### src/sv/fkhp_pkg.sv
package fkhp_pkg;

    // Packet length limit and byte counter width
    localparam int MAX_PACKET_BYTES = 65535;
    localparam int POS_W            = $clog2(MAX_PACKET_BYTES + 1);

    // Link header codes
    localparam logic [1:0] LINK_NULL   = 2'd0;
    localparam logic [1:0] LINK_ETH    = 2'd1;
    localparam logic [1:0] LINK_COOKED = 2'd2;
    localparam logic [1:0] LINK_NONE   = 2'd3;

    // Result status codes
    localparam logic [2:0] ST_OK        = 3'd0;
    localparam logic [2:0] ST_BAD_LINK  = 3'd1;
    localparam logic [2:0] ST_SHORT_HDR = 3'd2;
    localparam logic [2:0] ST_FRAGMENT  = 3'd3;
    localparam logic [2:0] ST_OVERRUN   = 3'd4;
    localparam logic [2:0] ST_SHORT_PKT = 3'd5;
    localparam logic [2:0] ST_BAD_VER   = 3'd6;
    localparam logic [2:0] ST_TRUNC     = 3'd7;

    // Ethertypes
    localparam logic [15:0] ETH_IPV4  = 16'h0800;
    localparam logic [15:0] ETH_IPV6  = 16'h86DD;
    localparam logic [15:0] ETH_VLAN  = 16'h8100;
    localparam logic [15:0] ETH_MPLS  = 16'h8847;
    localparam logic [15:0] ETH_PPPOE = 16'h8864;

    // IP constants
    localparam logic [3:0]  IP_VER4      = 4'd4;
    localparam logic [3:0]  IP_VER6      = 4'd6;
    localparam logic [7:0]  PROTO_TCP    = 8'd6;
    localparam logic [7:0]  PROTO_UDP    = 8'd17;
    localparam logic [7:0]  PROTO_DSTOPT = 8'd60;
    localparam logic [15:0] FRAG_MASK    = 16'h3FFF;
    localparam logic [15:0] IPV4_MIN     = 16'd20;
    localparam logic [15:0] IPV6_MIN     = 16'd40;
    localparam logic [15:0] IPV6_OPT_MIN = 16'd42;
    localparam logic [15:0] TCP_MIN      = 16'd20;
    localparam logic [15:0] UDP_MIN      = 16'd8;

    // Parse phases
    localparam logic [2:0] PH_LINK  = 3'd0;
    localparam logic [2:0] PH_VLAN  = 3'd1;
    localparam logic [2:0] PH_MPLS  = 3'd2;
    localparam logic [2:0] PH_PPPOE = 3'd3;
    localparam logic [2:0] PH_IP    = 3'd4;

    typedef struct packed {
        logic [7:0] data_byte;
        logic       last_byte;
    } t_in;

    typedef struct packed {
        logic [2:0]  status;
        logic [3:0]  ip_version;
        logic [7:0]  protocol;
        logic [11:0] vlan_id;
        logic [63:0] lower_addr_high;
        logic [63:0] lower_addr_low;
        logic [63:0] upper_addr_high;
        logic [63:0] upper_addr_low;
        logic [15:0] lo_port;
        logic [15:0] hi_port;
        logic [47:0] lo_mac;
        logic [47:0] hi_mac;
    } t_out;

    // Per-link parse state
    typedef struct packed {
        logic [2:0]   phase;
        logic [15:0]  rel;       // bytes seen in current header
        logic [15:0]  typ;
        logic         zero_fam;
        logic [11:0]  vlan;
        logic         bos;
        logic [3:0]   ver;
        logic [3:0]   ihl;
        logic [15:0]  ln;        // v4 total length or v6 payload length
        logic [15:0]  frag;
        logic [7:0]   proto;
        logic [7:0]   nh;
        logic [11:0]  q;         // port offset from IP start
        logic         q_ok;
        logic [127:0] src;
        logic [127:0] dst;
        logic [31:0]  ports;
        logic         port_done;
    } t_lane_st;

    typedef struct packed {
        t_lane_st    st;
        logic        ovl;
        logic [1:0]  link_type;
        logic [47:0] dmac;
        logic [47:0] smac;
    } t_snap;

endpackage

### src/sv/fkhp_lane.sv
module fkhp_lane (
    input  logic               i_clk,
    input  logic               i_rst_n,
    input  logic [1:0]         i_link_type,
    input  logic               i_beat,
    input  logic               i_keep,
    input  logic               i_last,
    input  logic [7:0]         i_byte,
    output fkhp_pkg::t_lane_st o_next
);
    import fkhp_pkg::*;

    t_lane_st    r_st;
    t_lane_st    n_st;
    logic [15:0] idx;
    logic        disp;
    logic [11:0] q_cur;
    logic        q_ok_cur;
    logic [16:0] diff;

    // Next state for one stored byte
    always_comb begin
        n_st     = r_st;
        idx      = r_st.rel;
        n_st.rel = r_st.rel + 16'd1;
        disp     = 1'b0;
        q_cur    = (idx == 16'd0) ? {6'b0, i_byte[3:0], 2'b0} : r_st.q;
        q_ok_cur = (idx == 16'd0) ? (i_byte[7:4] == IP_VER4) : r_st.q_ok;
        diff     = {1'b0, idx} - {5'b0, q_cur};

        unique case (r_st.phase)
            PH_LINK: begin
                n_st.typ = {r_st.typ[7:0], i_byte};
                case (i_link_type)
                    LINK_NULL: begin
                        if (idx < 16'd3) begin
                            n_st.zero_fam = r_st.zero_fam && (i_byte == 8'd0);
                        end
                        if (idx == 16'd3) begin
                            n_st.typ = (r_st.zero_fam && i_byte == 8'd2) ? ETH_IPV4 : ETH_IPV6;
                            disp     = 1'b1;
                        end
                    end
                    LINK_ETH:    disp = (idx == 16'd13);
                    LINK_COOKED: disp = (idx == 16'd15);
                    default: ;
                endcase
            end
            PH_VLAN: begin
                if (idx == 16'd0) n_st.vlan[11:8] = i_byte[3:0];
                if (idx == 16'd1) n_st.vlan[7:0]  = i_byte;
                if (idx == 16'd2 || idx == 16'd3) n_st.typ = {r_st.typ[7:0], i_byte};
                disp = (idx == 16'd3);
            end
            PH_MPLS: begin
                // bottom-of-stack bit sits in the third label byte
                if (idx == 16'd2) n_st.bos = i_byte[0];
                if (idx == 16'd3) begin
                    n_st.rel = 16'd0;
                    n_st.bos = 1'b0;
                    if (r_st.bos) n_st.phase = PH_IP;
                end
            end
            PH_PPPOE: begin
                if (idx == 16'd7) begin
                    n_st.rel   = 16'd0;
                    n_st.phase = PH_IP;
                end
            end
            PH_IP: begin
                if (idx == 16'd0) begin
                    n_st.ver  = i_byte[7:4];
                    n_st.ihl  = i_byte[3:0];
                    n_st.q    = q_cur;
                    n_st.q_ok = q_ok_cur;
                end else if (r_st.ver == IP_VER4) begin
                    if (idx == 16'd2 || idx == 16'd3) n_st.ln   = {r_st.ln[7:0], i_byte};
                    if (idx == 16'd6 || idx == 16'd7) n_st.frag = {r_st.frag[7:0], i_byte};
                    if (idx == 16'd9) n_st.proto = i_byte;
                    if (idx >= 16'd12 && idx < 16'd16) n_st.src = {r_st.src[119:0], i_byte};
                    if (idx >= 16'd16 && idx < 16'd20) n_st.dst = {r_st.dst[119:0], i_byte};
                end else if (r_st.ver == IP_VER6) begin
                    if (idx == 16'd4 || idx == 16'd5) n_st.ln = {r_st.ln[7:0], i_byte};
                    if (idx == 16'd6) begin
                        n_st.proto = i_byte;
                        if (i_byte != PROTO_DSTOPT) begin
                            n_st.q    = 12'd40;
                            n_st.q_ok = 1'b1;
                        end
                    end
                    if (idx >= 16'd8 && idx < 16'd24)  n_st.src = {r_st.src[119:0], i_byte};
                    if (idx >= 16'd24 && idx < 16'd40) n_st.dst = {r_st.dst[119:0], i_byte};
                    if (idx == 16'd40) n_st.nh = i_byte;
                    if (idx == 16'd41 && r_st.proto == PROTO_DSTOPT) begin
                        n_st.q    = 12'd48 + {1'b0, i_byte, 3'b0};
                        n_st.q_ok = 1'b1;
                    end
                end
                // transport port bytes
                if (q_ok_cur && !diff[16] && diff[15:2] == 14'd0) begin
                    n_st.ports = {r_st.ports[23:0], i_byte};
                    if (diff[1:0] == 2'd3) n_st.port_done = 1'b1;
                end
            end
            default: ;
        endcase

        // encapsulation dispatch on the ethertype just completed
        if (disp) begin
            n_st.rel = 16'd0;
            case (n_st.typ)
                ETH_VLAN:  n_st.phase = PH_VLAN;
                ETH_MPLS:  n_st.phase = PH_MPLS;
                ETH_PPPOE: n_st.phase = PH_PPPOE;
                default:   n_st.phase = PH_IP;
            endcase
        end
    end

    // State register, restarts on every last beat
    always_ff @(posedge i_clk) begin
        if (!i_rst_n || (i_beat && i_last)) begin
            r_st.phase     <= PH_LINK;
            r_st.rel       <= 16'd0;
            r_st.zero_fam  <= 1'b1;
            r_st.vlan      <= 12'd0;
            r_st.bos       <= 1'b0;
            r_st.q_ok      <= 1'b0;
            r_st.port_done <= 1'b0;
        end else if (i_beat && i_keep) begin
            r_st <= n_st;
        end
    end

    assign o_next = n_st;

endmodule

### src/sv/flow_key_header_parser_top.sv
// Channel  Direction  Handshake                   Payload
// in       input      i_in_valid / o_in_ready     i_in_data (t_in), one packet byte per beat
// out      output     o_out_valid / i_out_ready   o_out_data (t_out), one flow key per packet
// cfg      input      i_cfg_valid / o_cfg_ready   i_cfg_data, link type
//
// One byte per cycle is taken when not stalled. Three parse lanes (null, Ethernet, cooked) follow
// every byte; the last beat snapshots the lane picked by the link type.
// The key is formed from the snapshot into the output register once that register is free.
// Input beats stall only while the snapshot and output register are full and i_out_ready is low.
// Synchronous active-low reset: link type Ethernet, no packet in progress.
module flow_key_header_parser_top (
    input  logic           i_clk,
    input  logic           i_rst_n,
    input  logic           i_in_valid,
    output logic           o_in_ready,
    input  fkhp_pkg::t_in  i_in_data,
    output logic           o_out_valid,
    input  logic           i_out_ready,
    output fkhp_pkg::t_out o_out_data,
    input  logic           i_cfg_valid,
    output logic           o_cfg_ready,
    input  logic [1:0]     i_cfg_data
);
    import fkhp_pkg::*;

    logic [POS_W-1:0] r_pos;
    logic             r_ovl;
    logic             n_ovl;
    logic [47:0]      r_dmac;
    logic [47:0]      r_smac;
    logic [1:0]       r_link_type;
    t_snap            r_snap;
    logic             r_snap_v;
    t_out             r_out;
    logic             r_out_v;
    logic             beat;
    logic             snap_move;
    t_lane_st         lane_next [3];
    t_lane_st         sel_st;
    t_out             fin;

    // Handshakes
    assign snap_move   = r_snap_v && (!r_out_v || i_out_ready);
    assign o_in_ready  = !r_snap_v || snap_move;
    assign beat        = i_in_valid && o_in_ready;
    assign o_cfg_ready = 1'b1;
    assign n_ovl       = r_ovl || (r_pos == POS_W'(MAX_PACKET_BYTES));

    // Parse lanes, one per supported link header
    for (genvar g = 0; g < 3; g++) begin : g_lane
        fkhp_lane u_lane (
            .i_clk       (i_clk),
            .i_rst_n     (i_rst_n),
            .i_link_type (2'(g)),
            .i_beat      (beat),
            .i_keep      (!n_ovl),
            .i_last      (i_in_data.last_byte),
            .i_byte      (i_in_data.data_byte),
            .o_next      (lane_next[g])
        );
    end

    always_comb begin
        case (r_link_type)
            LINK_NULL:   sel_st = lane_next[0];
            LINK_COOKED: sel_st = lane_next[2];
            default:     sel_st = lane_next[1];
        endcase
    end

    // Config register
    always_ff @(posedge i_clk) begin
        if (!i_rst_n) begin
            r_link_type <= LINK_ETH;
        end else if (i_cfg_valid) begin
            r_link_type <= i_cfg_data;
        end
    end

    // Byte position, over-long flag, MAC capture
    always_ff @(posedge i_clk) begin
        if (!i_rst_n) begin
            r_pos <= '0;
            r_ovl <= 1'b0;
        end else if (beat) begin
            if (i_in_data.last_byte) begin
                r_pos <= '0;
                r_ovl <= 1'b0;
            end else if (!n_ovl) begin
                r_pos <= r_pos + POS_W'(1);
            end else begin
                r_ovl <= 1'b1;
            end
        end
    end

    always_ff @(posedge i_clk) begin
        if (beat && !n_ovl) begin
            if (r_pos < POS_W'(6)) begin
                r_dmac <= {r_dmac[39:0], i_in_data.data_byte};
            end else if (r_pos < POS_W'(12)) begin
                r_smac <= {r_smac[39:0], i_in_data.data_byte};
            end
        end
    end

    // Snapshot at last beat
    always_ff @(posedge i_clk) begin
        if (!i_rst_n) begin
            r_snap_v <= 1'b0;
        end else if (beat && i_in_data.last_byte) begin
            r_snap_v <= 1'b1;
        end else if (snap_move) begin
            r_snap_v <= 1'b0;
        end
    end

    always_ff @(posedge i_clk) begin
        if (beat && i_in_data.last_byte) begin
            r_snap.st        <= sel_st;
            r_snap.ovl       <= n_ovl;
            r_snap.link_type <= r_link_type;
            r_snap.dmac      <= (r_pos < POS_W'(6)) ? {r_dmac[39:0], i_in_data.data_byte}
                                                    : r_dmac;
            r_snap.smac      <= (r_pos >= POS_W'(6) && r_pos < POS_W'(12))
                                ? {r_smac[39:0], i_in_data.data_byte} : r_smac;
        end
    end

    // Key formation: status checks, endpoint ordering
    logic [15:0]  avail;
    logic [15:0]  iplen;
    logic [15:0]  l4;
    logic [7:0]   proto_f;
    logic         is_v6;
    logic [127:0] a_src;
    logic [127:0] a_dst;
    logic         src_lt;
    logic         src_eq;
    logic         need_ports;
    logic [2:0]   st;
    logic [15:0]  sp;
    logic [15:0]  dp;

    always_comb begin
        avail   = r_snap.st.rel;
        iplen   = {10'b0, r_snap.st.ihl, 2'b0};
        is_v6   = (r_snap.st.ver == IP_VER6);
        proto_f = (is_v6 && r_snap.st.proto == PROTO_DSTOPT) ? r_snap.st.nh : r_snap.st.proto;
        if (is_v6) begin
            l4 = r_snap.st.ln;
        end else begin
            l4 = (r_snap.st.ln > iplen) ? (r_snap.st.ln - iplen) : 16'd0;
        end
        a_src  = is_v6 ? r_snap.st.src : {96'b0, r_snap.st.src[31:0]};
        a_dst  = is_v6 ? r_snap.st.dst : {96'b0, r_snap.st.dst[31:0]};
        src_lt = (a_src < a_dst);
        src_eq = (a_src == a_dst);
        need_ports = (proto_f == PROTO_TCP && l4 >= TCP_MIN)
                  || (proto_f == PROTO_UDP && l4 >= UDP_MIN);
        sp = r_snap.st.ports[31:16];
        dp = r_snap.st.ports[15:0];

        // packet ending right at the IP header start has no version byte
        st = ST_OK;
        if (r_snap.ovl) begin
            st = ST_TRUNC;
        end else if (r_snap.link_type == LINK_NONE) begin
            st = ST_BAD_LINK;
        end else if (r_snap.st.phase != PH_IP || avail == 16'd0) begin
            st = ST_TRUNC;
        end else if (r_snap.st.ver == IP_VER4) begin
            if (avail < IPV4_MIN) st = ST_SHORT_HDR;
            else if ((r_snap.st.frag & FRAG_MASK) != 16'd0) st = ST_FRAGMENT;
            else if (iplen > avail) st = ST_OVERRUN;
            else if (avail < r_snap.st.ln) st = ST_SHORT_PKT;
        end else if (is_v6) begin
            if (avail < IPV6_MIN) st = ST_SHORT_HDR;
            else if (r_snap.st.proto == PROTO_DSTOPT && avail < IPV6_OPT_MIN) st = ST_TRUNC;
        end else begin
            st = ST_BAD_VER;
        end
        if (st == ST_OK && need_ports && !r_snap.st.port_done) begin
            st = ST_TRUNC;
        end

        fin        = '0;
        fin.status = st;
        if (st == ST_OK) begin
            fin.ip_version      = r_snap.st.ver;
            fin.protocol        = proto_f;
            fin.vlan_id         = r_snap.st.vlan;
            fin.lower_addr_high = src_lt ? a_src[127:64] : a_dst[127:64];
            fin.lower_addr_low  = src_lt ? a_src[63:0]   : a_dst[63:0];
            fin.upper_addr_high = src_lt ? a_dst[127:64] : a_src[127:64];
            fin.upper_addr_low  = src_lt ? a_dst[63:0]   : a_src[63:0];
            if (need_ports) begin
                if (src_lt || (src_eq && proto_f == PROTO_TCP && dp > sp)) begin
                    fin.lo_port = sp;
                    fin.hi_port = dp;
                end else begin
                    fin.lo_port = dp;
                    fin.hi_port = sp;
                end
            end
            if (r_snap.link_type == LINK_ETH) begin
                fin.lo_mac = src_lt ? r_snap.smac : r_snap.dmac;
                fin.hi_mac = src_lt ? r_snap.dmac : r_snap.smac;
            end
        end
    end

    // Output register
    always_ff @(posedge i_clk) begin
        if (!i_rst_n) begin
            r_out_v <= 1'b0;
        end else if (snap_move) begin
            r_out_v <= 1'b1;
        end else if (i_out_ready) begin
            r_out_v <= 1'b0;
        end
    end

    always_ff @(posedge i_clk) begin
        if (snap_move) begin
            r_out <= fin;
        end
    end

    assign o_out_valid = r_out_v;
    assign o_out_data  = r_out;

    // Checks
    a_reset_state: assert property (@(posedge i_clk)
        !i_rst_n |=> (r_link_type == LINK_ETH && !o_out_valid && !r_snap_v))
        else $error("reset state wrong");

    a_no_snap_overwrite: assert property (@(posedge i_clk) disable iff (!i_rst_n)
        (r_snap_v && !snap_move) |-> !(beat && i_in_data.last_byte))
        else $error("snapshot overwritten");

    a_err_zero: assert property (@(posedge i_clk) disable iff (!i_rst_n)
        (o_out_valid && o_out_data.status != ST_OK) |->
        (o_out_data.lower_addr_low == 64'd0 && o_out_data.upper_addr_low == 64'd0
         && o_out_data.lo_port == 16'd0 && o_out_data.lo_mac == 48'd0))
        else $error("error key not cleared");

    a_order: assert property (@(posedge i_clk) disable iff (!i_rst_n)
        (o_out_valid && o_out_data.status == ST_OK) |->
        ({o_out_data.lower_addr_high, o_out_data.lower_addr_low}
         <= {o_out_data.upper_addr_high, o_out_data.upper_addr_low}))
        else $error("endpoints out of order");

endmodule
### config.mk
export PLATFORM = sky130hd
export DESIGN_NAME = flow_key_header_parser_top
export DESIGN_NICKNAME = d
export VERILOG_FILES = /design/src/sv/fkhp_pkg.sv /design/src/sv/fkhp_lane.sv /design/src/sv/flow_key_header_parser_top.sv
export SDC_FILE = /design/constraint.sdc
export NUM_CORES = 2
export LEC_CHECK = 0
export BUFFER_PORTS_ARGS = -buffer_cell sky130_fd_sc_hd__buf_2
export CELL_PAD_IN_SITES_DETAIL_PLACEMENT = 1
export CELL_PAD_IN_SITES_GLOBAL_PLACEMENT = 1
export CORE_ASPECT_RATIO = 0.75
export CORE_UTILIZATION = 45
export DETAILED_ROUTE_END_ITERATION = 10
export GPL_TIMING_DRIVEN = 0
export PLACE_DENSITY_LB_ADDON = 0.1
export SETUP_SLACK_MARGIN = 0.02
export SLEW_MARGIN = 40
export SYNTH_ARGS = -nofsm -noshare
export SYNTH_HDL_FRONTEND = slang
export SYNTH_SLANG_ARGS = --single-unit
### constraint.sdc
create_clock -name i_clk -period 116 [get_ports i_clk]
set_clock_uncertainty 0.2 [all_clocks]
set_input_delay 0 -clock i_clk [delete_from_list [all_inputs] [get_ports i_clk]]
set_output_delay 0 -clock i_clk [all_outputs]
set_load 0.005 [all_outputs]
Word level (Yosys, flattened, before mapping)
Cells that the tools add are included.
{ "classes": {"n_bitwise": 2, "n_eq_ne": 80, "add_sub_neg": 9, "n_reduce_logical": 84, "mux": 172, "n_lt_le_gt_ge": 38} }
{ "op_table": {"columns": ["cell", "count"], "rows": [
  ["2-to-1 mux 128 bit", 14],
  ["2-to-1 mux 256 bit", 6],
  ["2-to-1 mux 358 bit", 3],
  ["2-to-1 mux 285 bit", 3],
  ["one-hot mux 407 bit (2 select lines)", 1],
  ["2-to-1 mux 16 bit", 27],
  ["2-to-1 mux 48 bit", 7],
  ["2-to-1 mux 64 bit", 4],
  ["equality test 16 x 3 -> 1 bit, second input constant", 12],
  ["2-to-1 mux 19 bit", 9],
  ["equality test 16 bit, second input constant", 10],
  ["less-than comparator 16 x 5 -> 1 bit, second input constant", 10],
  ["2-to-1 mux 13 bit", 12],
  ["2-to-1 mux 8 bit", 19],
  ["equality test 128 bit", 1],
  ["less-than comparator 128 bit", 1],
  ["one-hot mux 19 bit (2 select lines)", 3],
  ["greater-or-equal comparator 16 x 4 -> 1 bit, second input constant", 7],
  ["greater-or-equal comparator 16 x 5 -> 1 bit, second input constant", 7],
  ["2-to-1 mux 33 bit", 3],
  ["equality test 16 x 2 -> 1 bit, second input constant", 6],
  ["equality test 16 x 6 -> 1 bit, second input constant", 6],
  ["one-hot mux 16 bit (2 select lines)", 3],
  ["equality test 16 x 4 -> 1 bit, second input constant", 5],
  ["48 further kinds", 206]
]} }
{ "word_totals": {"out_inout_bits": 414, "reg_bits": 2220, "input_bits": 16} }

Logic depth before layout (Yosys ltp)
{ "depth": {"ltp_word": 15, "mapped_depth": 21, "mapped_depth_nobuf": 17} }

Modules after synthesis
From an unflattened synthesis, not the netlist that was laid out.
{ "hier_totals": {"hier_cells": 8471, "area_unflattened_um2": 109676.4} }
{ "by_module_without_submodules": {"columns": ["module", "cells_per_inst", "n_inst", "area_each_um2"], "rows": [
  ["flow_key_header_parser_top", 4265, 1, 50827.5],
  ["fkhp_lane (g_lane[2].u_lane)", 1421, 1, 19757.7],
  ["fkhp_lane (g_lane[0].u_lane)", 1404, 1, 19628.8],
  ["fkhp_lane (g_lane[1].u_lane)", 1381, 1, 19462.4]
]} }

Worst setup path before layout
Ideal clock, no wire load.
{ "synth_timing": {"kind": "register to register", "startpoint": "reg r_pos[8]", "endpoint": "reg (tool-made name)", "required_ns": 115.394, "n_path_buf": 2, "arrival_time_ns": 50.415, "path_stages_with_launch": 10, "slack_ns": 64.980, "period_less_slack_ns": 51.020, "cell_sequence": "dfxtp_1 -> and4_1 -> nand4_1 -> o41a_1 -> nand3_1 -> clkbuf_1 -> buf_1 -> nor2_1 -> nand2_1 -> a21oi_1"} }
{ "synth_lines": {"columns": ["item", "line", "text"], "rows": [
  ["start: declaration", "flow_key_header_parser_top.sv:26", "logic [POS_W-1:0] r_pos;"],
  ["start signal: assignment", "flow_key_header_parser_top.sv:90", "r_pos <= r_pos + POS_W'(1);"]
]} }

Worst setup path in the final report
{ "layout_timing": {"startpoint": "reg r_snap[456] (netlist name)", "endpoint": "reg r_out (netlist bit o_out_data[143]), data pin"} }
{ "layout_between": {"elab_chain_len": 11, "word_cells_on_any_way": 26, "classes_between": "3 x order compare; 4 x eq/ne; 11 x mux; 8 x reduce/logical"} }
{ "layout_lines": {"columns": ["item", "line", "text"], "rows": [
  ["start: declaration", "flow_key_header_parser_top.sv:32", "t_snap r_snap;"],
  ["branches (longest 11 deep; another with less-than comparator 128 bit)", null, null],
  ["end signal: assignment", "flow_key_header_parser_top.sv:226", "r_out <= fin;"],
  ["end: declaration", "flow_key_header_parser_top.sv:34", "t_out r_out;"]
]} }
Several ways; the timed one is not identified.
A chain may end at the register's enable or synchronous reset.

==> impl_metrics.json <==
{
  "synth_mux_area_share_pct": 15.3,
  "ios": 430,
  "crit_fanout": 10,
  "ys_warn_count": 0,
  "first_global_vias": 80000,
  "min_from": "i_in_valid",
  "netlist.top_cell.by_area": "edfxtp_1",
  "p_leak_nw": 41.6,
  "max_stage_delay_ps": 860,
  "numPortBuffers": 428,
  "slowest_stage": "nand3_1",
  "post-route-util_pct": 53.1,
  "clock-sinks": 2214,
  "power_density_mw_per_mm2": 14.4,
  "grt_pass1_wl_um": 653000,
  "clock_path_buffers": 4,
  "synth_compound_area_share_pct": 8.08,
  "cp-end-kind": "flip-flop",
  "hold_violations": 0,
  "hold_end": "r_snap_v$_SDFFE_PN0P_",
  "final_nets": 9785,
  "arrival_ps": 10760,
  "pre_cts_slack_ps": 106620,
  "finalWorstSetupSlack_ps": 105620,
  "slew_violations": 0,
  "seq_area_frac_synth_pct": 60.4,
  "synth-main-ff-cell": "edfxtp_1",
  "crit_type": "reg -> reg",
  "ys_ff_latch": 2214,
  "fp-row-count": 155,
  "drt-pass1-iter-count": 6,
  "num_vias": 83200,
  "cts_buffers": 231,
  "start_util_pct": 45.3,
  "wire_per_inst_um": 37.2,
  "synthCells": 8666,
  "area_growth_pct": 17.2,
  "place_congestion": 1.03,
  "setup_tns_ps": 0,
  "drtIter0Drc": 12900,
  "cts.clk_slew.worst_paths_ps": 70,
  "cts_tree": "built",
  "rsz0062_at_grt": "no",
  "avgSynthCellArea_um2": 12.5,
  "cts_setup_buffers": 0,
  "nFillCells": 24100,
  "period_share_pct": 8.95,
  "cp_data_required_time_ps": 116380,
  "worst-slew-pin-transition_ps": 1030,
  "synthTopCellsByArea": "edfxtp_1 58%, mux2_2 11%, mux2i_1 4.4%",
  "max-vdd-ir-drop_mv": 0.0129,
  "post_cts_resized": 0,
  "crit_chain": "nor2_1, and3_1, clkbuf_2, clkbuf_1, clkbuf_1, clkbuf_1, nand2_1, ha_1, nand4_1, nor3_2, nand4_1, nor4_2, nand3_1, o221ai_1, or3_1, clkbuf_1, clkbuf_2, clkbuf_1, nand2_1, a21oi_1",
  "mostFrequentLayoutCells": "2090 x edfxtp_1, 1043 x mux2_2, 795 x nor2_1",
  "maxCapViolCount": 0,
  "dieArea_mm2": 0.242,
  "hold_path.class": "in -> reg",
  "setup_viol": 0,
  "ant_nets": 0,
  "rr_startpoint": "r_snap[456]$_DFFE_PP_",
  "ff2ff_path_depth": 20,
  "routed_wl_um": 481000,
  "drive_above_1_share_pct": 24.7,
  "regArea_mm2": 0.0652,
  "coreArea_mm2": 0.238,
  "cts_root_buffer": "clkbuf_16",
  "fmaxAchievable_ghz": 0.0963,
  "globalRouteOverflowTotal": 0,
  "drt-vias-per-instance": 6.43,
  "antenna_found_initial": 88,
  "synth_cell_types": 101,
  "fin_crit_ps": 10380,
  "timing.slew.headroom_pct": 31.3,
  "r2r_end": "o_out_data[143]$_SDFFCE_PP0P_",
  "min_path_cells": 4,
  "cp_common_cell": "clkbuf_1",
  "whs_ps": 93.0,
  "die_x_um": 568,
  "synth.top_cell.area_share_pct": 58.1,
  "critPathLaunchType": "flip-flop",
  "synth_xor_area_share_pct": 0.787,
  "netlist_area_mm2": 0.108,
  "drc_errors": 0,
  "synth_top_family_by_area": "multiplexers",
  "synth_fa_ha_area_share_pct": 2.60,
  "h-tree-depth": 4,
  "track_usage_pct": 38.9,
  "r2r_slack_ps": 105620,
  "grt_max_degree": 82,
  "synthArstFlopShare_pct": 0,
  "final_common_cell": "edfxtp_1",
  "yosys.area_share.simple_pct": 10.0,
  "status": "completed",
  "synth-edff-count": 2090,
  "dp_hpwl_um": 376000,
  "multiInputGateArea_mm2": 0.0401,
  "die_y_um": 426,
  "clock_latency_ps": 940
}
-- sequential cells by signal (all words and copies together) (netlist names), named ones only --
| signal | count |
|---|---|
| r_pos | 16 |
| dp | 16 |
| r_link_type | 2 |
| avail | 16 |
| r_ovl | 1 |
| o_out_data | 411 |
| r_snap_v | 1 |
| g_lane.u_lane.r_st | 1122 |
| o_out_valid | 1 |
| r_snap | 437 |
| r_dmac | 48 |
| g_lane.u_lane.idx | 48 |
| iplen | 4 |
| r_smac | 48 |
-- Yosys cell counts, drive strengths merged (19+ instances only) --
library cell / n
edfxtp: 2090
mux2: 1046
a21oi: 801
nor2: 800
nand2: 734
mux2i: 473
clkbuf: 439
nand3: 260
o21ai: 255
ha: 218
inv: 215
dfxtp: 124
buf: 121
and2: 114
a21o: 98
a211oi: 86
nor3: 64
nand4: 60
nor4: 55
xnor2: 50
and3: 47
xor2: 47
nor2b: 36
a31oi: 32
nand2b: 22
o21a: 22
or2: 22
or3: 21
o211ai: 20
o31ai: 19
-- worst max path at each step --
stage                               start                            end  slack [ps]  cells past startpoint
global placement    r_pos[6]$_SDFFE_PN0P_                      flip-flop       39570                      9
detailed placement  r_snap[456]$_DFFE_PP_  o_out_data[321]$_SDFFCE_PP0P_      106620                     20
CTS                 r_snap[456]$_DFFE_PP_  o_out_data[141]$_SDFFCE_PP0P_      106560                     20
finish              r_snap[456]$_DFFE_PP_  o_out_data[143]$_SDFFCE_PP0P_      105620                     20
global route        r_snap[456]$_DFFE_PP_  o_out_data[143]$_SDFFCE_PP0P_      106030                     20
floorplan           r_pos[8]$_SDFFE_PN0P_                      flip-flop       64980                      9
-- power breakdown --
group / internal (W) / total (W) / switching (W)
Sequential: 0.000883 / 0.000893 / 0.00000923
Combinational: 0.0000502 / 0.000176 / 0.000125
Clock: 0.000417 / 0.000748 / 0.000331
-- final cells by class --
type                    count  share of cell area (%)
inverters                 217                   0.650
multi-input cells        5676                    31.7
plain buffers             560                    1.97
repair buffers            647                    5.15
diodes                     76                   0.150
well taps                3140                    3.11
clock buffers             296                    4.84
flip-flops and latches   2214                    51.6
clock inverters           114                   0.880
-- worst max-delay path: cells and delay by family (launching register included) --
kind	cells	cell delay (ps)
AOI/OAI and AO/OA	2	1240
DFF	1	410
buffers and inverters	7	3800
and+or+nand+nor	10	3950
adders and majority gates	1	350
-- per-layer routing --
layer  vias to the layer above  wire [um]  part of all wire, %  track usage, %
met4                        54      19200                  4.0            13.7
met5                         -        509                 0.11           0.392
li1                      34000          -                    -               -
met3                       778      72500                   15            16.7
met1                     43000     203000                   42            56.3
met2                      5266     187000                   39            51.3
-- metrics by stage --
stage	power (W)	instances	instance area (um2)
2_1_floorplan	0.00102	8667	108000
3_3_place_gp	0.00111	12200	114000
3_5_place_dp	0.00107	12400	119000
4_1_cts	0.00181	12900	126000
5_1_grt	0.00185	12900	126000
6_report	0.00182	12900	126000
-- cells by family after synthesis --
logic type	after synthesis
mux	1519
other cells	2
simple gates	2348
fa+ha+maj	222
flops	2214
xor+xnor	97
buf+inv	777
compound gates	1487
-- timing repair --
item,CTS,global route
hold buffers,37,0
hold endpoints to repair,296,0
endpoints found under the setup margin,0,0
Power figures use the tool's default switching activity.
